==> src/hw/rtl/md5_pkg.sv <==
// md5 hasher package: types, round constants and round helper functions
package md5_pkg;

    typedef enum logic [2:0] {
        ST_IDLE,
        ST_PAD,
        ST_CPRE,
        ST_CRND,
        ST_CADD,
        ST_EMIT
    } t_state;

    localparam logic OP_ABSORB = 1'b0;
    localparam logic OP_FINISH = 1'b1;

    localparam logic [7:0] PAD_MARK = 8'h80;

    localparam logic [31:0] INIT_H [4] = '{
        32'h67452301, 32'hefcdab89, 32'h98badcfe, 32'h10325476
    };

    localparam logic [31:0] ROUND_K [64] = '{
        32'hd76aa478, 32'he8c7b756, 32'h242070db, 32'hc1bdceee,
        32'hf57c0faf, 32'h4787c62a, 32'ha8304613, 32'hfd469501,
        32'h698098d8, 32'h8b44f7af, 32'hffff5bb1, 32'h895cd7be,
        32'h6b901122, 32'hfd987193, 32'ha679438e, 32'h49b40821,
        32'hf61e2562, 32'hc040b340, 32'h265e5a51, 32'he9b6c7aa,
        32'hd62f105d, 32'h02441453, 32'hd8a1e681, 32'he7d3fbc8,
        32'h21e1cde6, 32'hc33707d6, 32'hf4d50d87, 32'h455a14ed,
        32'ha9e3e905, 32'hfcefa3f8, 32'h676f02d9, 32'h8d2a4c8a,
        32'hfffa3942, 32'h8771f681, 32'h6d9d6122, 32'hfde5380c,
        32'ha4beea44, 32'h4bdecfa9, 32'hf6bb4b60, 32'hbebfbc70,
        32'h289b7ec6, 32'heaa127fa, 32'hd4ef3085, 32'h04881d05,
        32'hd9d4d039, 32'he6db99e5, 32'h1fa27cf8, 32'hc4ac5665,
        32'hf4292244, 32'h432aff97, 32'hab9423a7, 32'hfc93a039,
        32'h655b59c3, 32'h8f0ccc92, 32'hffeff47d, 32'h85845dd1,
        32'h6fa87e4f, 32'hfe2ce6e0, 32'ha3014314, 32'h4e0811a1,
        32'hf7537e82, 32'hbd3af235, 32'h2ad7d2bb, 32'heb86d391
    };

    // rotate left by s
    function automatic logic [31:0] rotl(input logic [31:0] x, input logic [4:0] s);
        logic [63:0] w;
        w = {x, x} << s;
        return w[63:32];
    endfunction

    // rotate amount of round i
    function automatic logic [4:0] rot_amt(input logic [5:0] i);
        logic [4:0] s;
        case ({i[5:4], i[1:0]})
            4'h0: s = 5'd7;   4'h1: s = 5'd12;  4'h2: s = 5'd17;  4'h3: s = 5'd22;
            4'h4: s = 5'd5;   4'h5: s = 5'd9;   4'h6: s = 5'd14;  4'h7: s = 5'd20;
            4'h8: s = 5'd4;   4'h9: s = 5'd11;  4'ha: s = 5'd16;  4'hb: s = 5'd23;
            4'hc: s = 5'd6;   4'hd: s = 5'd10;  4'he: s = 5'd15;  4'hf: s = 5'd21;
            default: s = 5'd0;
        endcase
        return s;
    endfunction

    // message word used by round i
    function automatic logic [3:0] msg_idx(input logic [5:0] i);
        logic [3:0] j;
        logic [3:0] g;
        j = i[3:0];
        case (i[5:4])
            2'd0: g = j;
            2'd1: g = j * 4'd5 + 4'd1;
            2'd2: g = j * 4'd3 + 4'd5;
            2'd3: g = j * 4'd7;
            default: g = j;
        endcase
        return g;
    endfunction

    // nonlinear function of round group grp
    function automatic logic [31:0] round_f(input logic [1:0] grp, input logic [31:0] b,
                                            input logic [31:0] c, input logic [31:0] d);
        logic [31:0] f;
        case (grp)
            2'd0: f = (b & c) | (~b & d);
            2'd1: f = (d & b) | (~d & c);
            2'd2: f = b ^ c ^ d;
            2'd3: f = c ^ (b | ~d);
            default: f = '0;
        endcase
        return f;
    endfunction

endpackage

==> src/hw/rtl/md5_stream_hasher.sv <==
// md5 stream hasher: byte-wide message in, four digest words out
//
//   channel  | handshake                | payload
//   ---------+--------------------------+--------------------------------------
//   input    | i_in_valid / o_in_ready  | i_operation, i_data_byte
//   output   | o_out_valid / i_out_ready| o_digest_word, o_word_index, o_last_word
//
// an absorb byte is taken while idle; the 64th byte of a block starts a compression
// (a read-ahead state, 64 rounds at one round per cycle, then one chaining add)
// a finish writes padding words from the current word up to word 15 and compresses,
// again with a full padding block when the length no longer fits, then four output transfers
// the round loop reads one message word a cycle from the 16-word block memory
// reset loads the md5 initial chaining words and clears the byte count; the
// block memory needs no clearing since every byte read is written first
// input ready is low while padding, compressing or emitting; a stalled output just holds
module md5_stream_hasher (
    input  logic        i_clk,
    input  logic        i_rst_n,
    input  logic        i_in_valid,
    output logic        o_in_ready,
    input  logic        i_operation,
    input  logic [7:0]  i_data_byte,
    output logic        o_out_valid,
    input  logic        i_out_ready,
    output logic [31:0] o_digest_word,
    output logic [1:0]  o_word_index,
    output logic        o_last_word
);

    // control state
    md5_pkg::t_state r_state, n_state;
    logic [63:0]     r_byte_cnt;
    logic            r_fin;      // compression belongs to a finish
    logic            r_first;    // first padding pass, marker still to place
    logic            r_extra;    // length spills into an extra block
    logic [3:0]      r_wptr;     // padding write pointer
    logic [5:0]      r_rnd;      // round counter
    logic [1:0]      r_widx;     // digest word being emitted

    // datapath
    logic [31:0] r_chain [4];
    logic [31:0] r_a, r_b, r_c, r_d;

    // block memory, one write and one registered read port
    logic [31:0] r_blk_mem [16];
    logic [31:0] r_mdata;

    logic        mem_we;
    logic [3:0]  mem_waddr;
    logic [3:0]  mem_be;
    logic [31:0] mem_wdata;
    logic [3:0]  mem_raddr;

    logic        in_xfer;
    logic        out_xfer;
    logic [5:0]  pos;
    logic [31:0] len_lo, len_hi;
    logic [31:0] rnd_x, rnd_b;

    assign in_xfer  = i_in_valid && o_in_ready;
    assign out_xfer = o_out_valid && i_out_ready;
    assign pos      = r_byte_cnt[5:0];

    // message length in bits, modulo 2^64
    assign len_lo = {r_byte_cnt[28:0], 3'b000};
    assign len_hi = r_byte_cnt[60:29];

    // one md5 round
    assign rnd_x = r_a + md5_pkg::round_f(r_rnd[5:4], r_b, r_c, r_d)
                 + md5_pkg::ROUND_K[r_rnd] + r_mdata;
    assign rnd_b = r_b + md5_pkg::rotl(rnd_x, md5_pkg::rot_amt(r_rnd));

    // ports
    assign o_in_ready    = (r_state == md5_pkg::ST_IDLE);
    assign o_out_valid   = (r_state == md5_pkg::ST_EMIT);
    assign o_digest_word = r_chain[r_widx];
    assign o_word_index  = r_widx;
    assign o_last_word   = (r_widx == 2'd3);

    always_ff @(posedge i_clk) begin
        if (!i_rst_n) begin
            r_state <= md5_pkg::ST_IDLE;
        end else begin
            r_state <= n_state;
        end
    end

    // next state and memory port control
    always_comb begin
        n_state   = r_state;
        mem_we    = 1'b0;
        mem_waddr = r_wptr;
        mem_be    = 4'hf;
        mem_wdata = '0;
        mem_raddr = md5_pkg::msg_idx(r_rnd + 6'd1);
        case (r_state)
            md5_pkg::ST_IDLE: begin
                mem_waddr = pos[5:2];
                mem_be    = 4'b0001 << pos[1:0];
                mem_wdata = {4{i_data_byte}};
                if (in_xfer) begin
                    if (i_operation == md5_pkg::OP_ABSORB) begin
                        mem_we = 1'b1;
                        if (pos == 6'd63) begin
                            n_state = md5_pkg::ST_CPRE;
                        end
                    end else begin
                        n_state = md5_pkg::ST_PAD;
                    end
                end
            end
            md5_pkg::ST_PAD: begin
                mem_we = 1'b1;
                if (r_first && r_wptr == pos[5:2]) begin
                    // marker lane and zeros above it
                    mem_be    = 4'b1111 << pos[1:0];
                    mem_wdata = {24'd0, md5_pkg::PAD_MARK} << {pos[1:0], 3'b000};
                end else if (!r_extra && r_wptr == 4'd14) begin
                    mem_wdata = len_lo;
                end else if (!r_extra && r_wptr == 4'd15) begin
                    mem_wdata = len_hi;
                end
                if (r_wptr == 4'd15) begin
                    n_state = md5_pkg::ST_CPRE;
                end
            end
            md5_pkg::ST_CPRE: begin
                mem_raddr = md5_pkg::msg_idx(6'd0);
                n_state   = md5_pkg::ST_CRND;
            end
            md5_pkg::ST_CRND: begin
                if (r_rnd == 6'd63) begin
                    n_state = md5_pkg::ST_CADD;
                end
            end
            md5_pkg::ST_CADD: begin
                if (!r_fin) begin
                    n_state = md5_pkg::ST_IDLE;
                end else if (r_extra) begin
                    n_state = md5_pkg::ST_PAD;
                end else begin
                    n_state = md5_pkg::ST_EMIT;
                end
            end
            md5_pkg::ST_EMIT: begin
                if (out_xfer && r_widx == 2'd3) begin
                    n_state = md5_pkg::ST_IDLE;
                end
            end
            default: begin
                n_state = md5_pkg::ST_IDLE;
            end
        endcase
    end

    // block memory with byte-lane writes
    always_ff @(posedge i_clk) begin
        if (mem_we) begin
            for (int k = 0; k < 4; k++) begin
                if (mem_be[k]) begin
                    r_blk_mem[mem_waddr][8*k +: 8] <= mem_wdata[8*k +: 8];
                end
            end
        end
        r_mdata <= r_blk_mem[mem_raddr];
    end

    // sequencing registers and chaining state
    always_ff @(posedge i_clk) begin
        if (!i_rst_n) begin
            r_byte_cnt <= '0;
            r_fin      <= 1'b0;
            r_first    <= 1'b0;
            r_extra    <= 1'b0;
            r_wptr     <= '0;
            r_rnd      <= '0;
            r_widx     <= '0;
            for (int k = 0; k < 4; k++) begin
                r_chain[k] <= md5_pkg::INIT_H[k];
            end
        end else begin
            case (r_state)
                md5_pkg::ST_IDLE: begin
                    if (in_xfer) begin
                        if (i_operation == md5_pkg::OP_ABSORB) begin
                            r_byte_cnt <= r_byte_cnt + 64'd1;
                            r_fin      <= 1'b0;
                        end else begin
                            // padding starts at the word holding the next byte
                            r_fin   <= 1'b1;
                            r_first <= 1'b1;
                            r_extra <= (pos[5:3] == 3'd7);
                            r_wptr  <= pos[5:2];
                        end
                    end
                end
                md5_pkg::ST_PAD: begin
                    r_wptr <= r_wptr + 4'd1;
                end
                md5_pkg::ST_CPRE: begin
                    r_rnd <= '0;
                end
                md5_pkg::ST_CRND: begin
                    r_rnd <= r_rnd + 6'd1;
                end
                md5_pkg::ST_CADD: begin
                    r_chain[0] <= r_chain[0] + r_a;
                    r_chain[1] <= r_chain[1] + r_b;
                    r_chain[2] <= r_chain[2] + r_c;
                    r_chain[3] <= r_chain[3] + r_d;
                    if (r_fin && r_extra) begin
                        // second padding pass: zeros then the length
                        r_extra <= 1'b0;
                        r_first <= 1'b0;
                        r_wptr  <= '0;
                    end
                    r_widx <= '0;
                end
                md5_pkg::ST_EMIT: begin
                    if (out_xfer) begin
                        r_widx <= r_widx + 2'd1;
                        if (r_widx == 2'd3) begin
                            r_byte_cnt <= '0;
                            r_fin      <= 1'b0;
                            for (int k = 0; k < 4; k++) begin
                                r_chain[k] <= md5_pkg::INIT_H[k];
                            end
                        end
                    end
                end
                default: begin
                end
            endcase
        end
    end

    // working variables, loaded before the rounds
    always_ff @(posedge i_clk) begin
        if (r_state == md5_pkg::ST_CPRE) begin
            r_a <= r_chain[0];
            r_b <= r_chain[1];
            r_c <= r_chain[2];
            r_d <= r_chain[3];
        end else if (r_state == md5_pkg::ST_CRND) begin
            r_a <= r_d;
            r_d <= r_c;
            r_c <= r_b;
            r_b <= rnd_b;
        end
    end

endmodule

==> config.mk <==
export PLATFORM = sky130hd
export DESIGN_NAME = md5_stream_hasher
export DESIGN_NICKNAME = d
export VERILOG_FILES = /design/src/hw/rtl/md5_pkg.sv /design/src/hw/rtl/md5_stream_hasher.sv
export SDC_FILE = /design/constraint.sdc
export NUM_CORES = 2
export LEC_CHECK = 0
export BUFFER_PORTS_ARGS = -buffer_cell sky130_fd_sc_hd__clkbuf_2
export CAP_MARGIN = 20
export CORE_AREA = 2 2 331 333
export CTS_CLUSTER_SIZE = 30
export DETAILED_ROUTE_END_ITERATION = 6
export DIE_AREA = 0 0 333 335
export PLACE_DENSITY = 0.72
export SLEW_MARGIN = 10
export SYNTH_ARGS = -nofsm -noshare
export SYNTH_HDL_FRONTEND = slang
export SYNTH_SLANG_ARGS = --single-unit
==> constraint.sdc <==
create_clock -name i_clk -period 28.5 [get_ports i_clk]
set_input_delay 5.7 -clock i_clk [delete_from_list [all_inputs] [get_ports i_clk]]
set_output_delay 5.7 -clock i_clk [all_outputs]
set_load 0.02 [all_outputs]
# Word level (Yosys, flattened, before mapping)
# Memories as Yosys holds them, arrays and structs flattened. A register that Yosys moved wholly into a read port is not among the register bits.
# Index checks and enable logic that the tools add are counted.
word_totals:
  ram_bits: 640
  rom_bits: 2128
  register_bits: 210
  out_inout_bits: 37
  n_memories: 4
mem_list:
  columns: ["memory", "depth", "width", "read_ports", "rd_clocked_by_memory_dff", "wr", "line", "source"]
  rows:
  - ["(no name shown)", 64, 32, 1, 0, 0, "md5_stream_hasher.sv:70", "+ md5_pkg::ROUND_K[r_rnd] + r_mdata;"]
  - ["r_blk_mem", 16, 32, 1, 1, 1, "md5_stream_hasher.sv:45", "logic [31:0] r_blk_mem [16];"]
  - ["r_chain", 4, 32, 5, 1, 4, "md5_stream_hasher.sv:41", "logic [31:0] r_chain [4];"]
  - ["(no name shown)", 16, 5, 1, 1, 0, "md5_pkg.sv:51", "case ({i[5:4], i[1:0]})"]
classes:
  n_mul: 3
  order_cmp: 1
  eq_ne: 28
  n_bitwise: 21
  muxes: 89
  shift: 4
  n_reduce_logical: 22
  n_addsub: 14
op_table:
  columns: ["cell", "count"]
  rows:
  - ["$mux 32", 21]
  - ["$add 32x32->32", 8]
  - ["$mux 64", 4]
  - ["$and 32x32->32", 4]
  - ["$pmux 32 s4", 1]
  - ["$pmux 64 s2", 1]
  - ["$or 32x32->32", 3]
  - ["$xor 32x32->32", 3]
  - ["$add 64x1->64 const B", 1]
  - ["$not 32->32", 2]
  - ["$pmux 32 s2", 1]
  - ["$shl 64x5->64", 1]
  - ["$mux 1", 32]
  - ["$mux 4", 8]
  - ["$shl 8x5->32 const A", 1]
  - ["$mux 3", 8]
  - ["$pmux 3 s6", 1]
  - ["$pmux 4 s4", 1]
  - ["$eq 6x6->1 const B", 2]
  - ["$pmux 4 s3", 1]
  - ["$pmux 6 s2", 1]
  - ["$reduce_and 4->1", 3]
  - ["$eq 2x2->1 const B", 5]
  - ["$ne 2x1->1 const B", 5]
  - ["31 further kinds", 64]

# Logic depth before layout (Yosys ltp)
depth:
  word_depth: 11
  mapped_depth: 42
  depth_no_buf: 38

# Least setup slack after synthesis
# Ideal clock, no wire load.
synth_path:
  path_kind: "register to register"
  start: "register r_rnd[2]"
  end: "register r_b[30] (data pin)"
  setup_slack_ns: 19.562
  arrival_time_ns: 8.669
  setup_ns: 0.269
  t_required_ns: 28.231
  stages_incl_launch_ff: 36
  path_cell_list: "dfxtp_1 > clkbuf_1 > clkinv_1 > clkbuf_1 > ha_1 > or2_2 > mux4_2 > o21ai_0 > fa_1 > inv_1 > ha_1 > and4_2 > a221oi_4 > nand3_2 > a22o_4 > a221oi_2 > xnor2_1 > mux4_2 > mux2i_1 > nor2_1 > a21oi_1 > mux2i_1 > ha_1 > fa_1 > a21o_1 > a21boi_0 > o21a_1 > o31ai_1 > a21oi_1 > a211oi_1 > o21ai_0 > a21boi_0 > o41a_1 > a31oi_1 > xor2_1 > o21ai_0"
synth_via:
  elab_chain_cells: 10
synth_lines:
  columns: ["element", "line", "source"]
  rows:
  - ["start, declared", "md5_stream_hasher.sv:37", "logic [5:0] r_rnd;"]
  - ["start signal, assigned", "md5_stream_hasher.sv:204", "r_rnd <= r_rnd + 6'd1;"]
  - ["$not 6->7 (implied by the code)", "md5_stream_hasher.sv:70", null]
  - ["$mem_v2 64x32", null, null]
  - ["$mux 32 (implied by the code) (2 in series)", "md5_stream_hasher.sv:70", null]
  - ["$add 32x32->32 (2 in series)", "md5_stream_hasher.sv:70", null]
  - ["$shl 64x5->64", "md5_pkg.sv:44", "w = {x, x} << s;"]
  - ["$add 32x32->32", "md5_stream_hasher.sv:71", "assign rnd_b = r_b + md5_pkg::rotl(rnd_x, md5_pkg::rot_amt(r_rnd));"]
  - ["$mux 32", "md5_stream_hasher.sv:244", "end else if (r_state == md5_pkg::ST_CRND) begin"]
  - ["$mux 32", "md5_stream_hasher.sv:239", "if (r_state == md5_pkg::ST_CPRE) begin"]
  - ["end signal, assigned", "md5_stream_hasher.sv:241", "r_b <= r_chain[1];"]
  - ["end signal, assigned", "md5_stream_hasher.sv:248", "r_b <= rnd_b;"]
  - ["end, declared", "md5_stream_hasher.sv:42", "logic [31:0] r_a, r_b, r_c, r_d;"]
# Every way passes these cells. The select of a mux whose other input is x is not followed.
# A chain may end at the register's enable or synchronous reset.

# Worst setup path in the final report
layout_path:
  start: "register r_rnd[1]"
  end: "register r_b[31] (data pin)"
# The elaborated chain is that of the path after synthesis.

==> key figures <==
Routing
  • Number of DRC violations after detailed routing: 0
  • Via density: 6.25
  • Uppermost routed layer: met4
  • Post-route antenna net violation count: 0
  • Aggregate routed wire length: 163000 um
  • First drt pass iteration count: 7
  • Detail Route met2 WL: 73600 um
  • Via Count: 43384
  • Amount of wire on met3 after detailed routing: 14200 um
  • Wire length on met1: 67400 um
  • Number of DRC violations after detailed-routing iteration 0: 4861
  • Routed wire per std cell: 23.5 um

GRT
  • Maximum number of pins on one net before global-route repair: 193
  • Total congestion overflow: 0
  • Wire length of the first global-routing pass: 247000 um
  • Via count of the first global-routing pass: 40757
  • Overall global routing resource usage: 0.287
  • Initial antenna violation count: 3

Yosys
  • Dominant cell by count in the synthesized netlist: nand2_1
  • Total of warnings raised by yosys: 0
  • Number of flops mapped to enable cells by yosys: 704
  • Most numerous cell types in the synthesized netlist: nand2_1, edfxtp_1, a21oi_1
  • Main synth FF type: edfxtp_1
  • Sequential cell area fraction in the yosys report: 0.461
  • Number of different library cells in the post-synthesis netlist: 96
  • Cell Area, Synth: 53800 sq um
  • Largest area contributor in the netlist: edfxtp_1
  • Count of state elements after synthesis: 886
  • Fraction of registers with async set/reset: 0
  • Fraction of synthesized cell area taken by the top area cell type: 0.393
  • Syn Area/Cell: 9.70 sq um
  • Synthesized Nets: 5862
  • Count of mapped cells out of synthesis: 5542
  • Leading post-synthesis cells by cell area: edfxtp_1, dfxtp_1, nand2_1

Worst hold path
  • Worst hold path stage count: 2
  • WHS Endpoint: r_rnd[2]
  • Worst hold path class: register to register
  • Origin of the worst min-delay path: r_rnd[2]

Clocking
  • Cts hold-fix bufs: 0
  • TritonCTS clock tree: yes
  • Maximum buffer depth of the clock tree: 3
  • Setup bufs post-CTS: 0
  • Htree depth: 3
  • Clock Sinks: 886
  • Number of buffers inserted during clock tree synthesis: 96
  • Clock root buffer: clkbuf_16
  • Clock edge transition at the registers on the reported setup and hold paths: 0.06 ns
  • Number of instances resized during post-cts repair: 0
  • Skew-Pair Late Insertion Delay: 0.74 ns

STA
  • Relative slew slack: 0.171
  • Hold Worst Slack: 0.474 ns
  • Setup repair after global routing missed its margin: no
  • Final max-slew violation count: 0
  • Number of hold violations in the final report: 0
  • Sum of negative setup slack: 0 ns
  • Setup slack after layout: 17.79 ns
  • Worst Max-Slew Pin Slew: 1.24 ns
  • Period Utilization, post-route: 0.376
  • Final worst path period need: 10.71 ns
  • # setup viols final: 0
  • Timing-limited maximum frequency: 0.0934 GHz
  • Worst clock skew: 0.0929 ns

Power
  • Share of total power in the clock network: 0.221
  • Power share of the sequential group: 0.289
  • Leakage power: 21.4 nW
  • Maximum vdd ir drop: 103 uV
  • Relative contribution of combinational cells to total power: 0.490
  • Sw frac: 0.401
  • Internal power of the cells: 3.46 mW
  • Cell Pwr Density: 98.7 nW/um^2
  • Net switching power: 2.31 mW

Setup path
  • Cell count of the worst reg-to-reg path: 35
  • Critical path class: register to register
  • Most used cell along the critical path: a21oi_1
  • Cell with the largest stage delay on the worst path: ha_1
  • Nature of the critical path startpoint: register
  • Req. time, crit path: 28.94 ns
  • CP endpoint kind: register
  • Worst R2R Setup Slack: 17.79 ns
  • Top fanout value on the critical path: 28
  • Reg2Reg Capture Point: r_b[31]
  • Startpoint of the lowest-slack register-to-register path: r_rnd[1]
  • Critical Path Max Stage Delay: 0.90 ns
  • Worst endpoint data arrival time: 11.14 ns

Cells and area
  • Number of nets in the layout: 5767
  • Sequential cell area in the final layout: 24800 sq um
  • Core Util, Final: 0.541
  • Area growth from synthesis to layout: 8.70%
  • Number of fill cells in the layout: 9440
  • Post-route design area: 58500 sq um
  • Multi-input logic area: 26900 sq um
  • Fraction of final layout cells with drive strength greater than 1: 0.0738

Placed design
  • Dpl cell area: 55100 sq um
  • Last weighted congestion value of the routability-driven placer: 0.965
  • Hpwl dp: 112000 um
  • Placement-stage worst setup slack: 18.03 ns
  • Count of buffers inserted at the top-level ports: 49

Job
  • Max_cap viols: 0

Floorplan
  • Die area: 112000 sq um
  • Core box area: 108000 sq um
  • Chip Height: 335 um
  • Initial cell density of the core: 0.498
  • Die Wd: 333 um
  • Standard-cell rows: 121
  • I/O Pins: 50

Outcome
  • Outcome: completed
[power groups by stage]
stage	combinational [mW]	sequential, mW	clock [mW]
after floorplan	2.14	1.65	0
after global placement	2.70	1.69	0
after detailed placement	2.76	1.69	0
after CTS	2.78	1.67	1.29
after global routing	3.14	1.68	1.33
final	2.83	1.67	1.27
[worst max-delay path, delay by kind of cell (launching register included)]
kind / cells / cell delay [ns]
and+or+nand+nor: 8 / 1.90
DFF: 1 / 0.31
AOI/OAI and AO/OA: 16 / 3.81
muxes: 1 / 0.65
buffers and inverters: 4 / 0.99
adders and majority gates: 5 / 2.49
xor gates and xnor gates: 1 / 0.27
[through the flow]
step                std cells  total power [mW]
finish                   6943              5.77
global route             6941              6.15
CTS                      6927              5.73
detailed placement       6749              4.45
global placement         6749              4.39
floorplan                5542              3.79
[logic make-up after synthesis]
logic type,Yosys count,share of synthesized area
buffers and inverters,556,0.0410
XOR/XNOR,270,0.0442
flip-flops,886,0.461
AO/OA/AOI/OAI,1476,0.176
AND/OR/NAND/NOR,1910,0.158
adder cells (fa/ha/maj),309,0.0817
multiplexers,135,0.0390
[metal layers]
layer,vias to the layer above,GRT usage
li1,20016,-
met1,21066,0.387
met2,1968,0.451
met3,334,0.0496
met4,0,0.132
met5,-,0
[final cells by class]
| cell class | count | share of cell area |
|---|---|---|
| clock buffers | 133 | 0.0450 |
| clock inverters | 45 | 0.0100 |
| well taps | 1414 | 0.0303 |
| diodes | 2 | 0.0000856 |
| multi-input cells | 4100 | 0.460 |
| repair buffers | 125 | 0.0148 |
| inverters | 238 | 0.0154 |
| flip-flops and latches | 886 | 0.424 |
[state kept, by name, summed over array words and instances (netlist names), 4 cells and up, named ones only]
name        count
r_a            32
r_b            32
r_blk_mem     512
r_byte_cnt     61
r_c            32
r_chain       128
r_d            32
r_mdata        32
r_rnd           6
r_wptr          4
[how the worst max path moves through the flow]
stage	from	end	slack, ns	depth (start not counted)
floorplan	r_rnd[2]	r_b[30]	19.56	35
global placement	r_rnd[1]	r_b[31]	18.23	35
detailed placement	r_rnd[1]	r_b[31]	18.03	36
CTS	r_rnd[1]	r_b[31]	17.97	36
global route	r_rnd[1]	r_b[31]	16.96	35
finish	r_rnd[1]	r_b[31]	17.79	35
[layout by cell type, fill, tap and decap left out, types with 155 or more instances in the layout]
cell type,netlist,final
nand2_1,958,954
edfxtp_1,704,704
a21oi_1,428,428
nor2_1,367,363
o21ai_0,272,246
ha_1,236,236
inv_1,230,230
a211oi_1,201,201
dfxtp_1,182,174
xnor2_1,155,155
No activity file was read; power rests on OpenSTA's default activity.
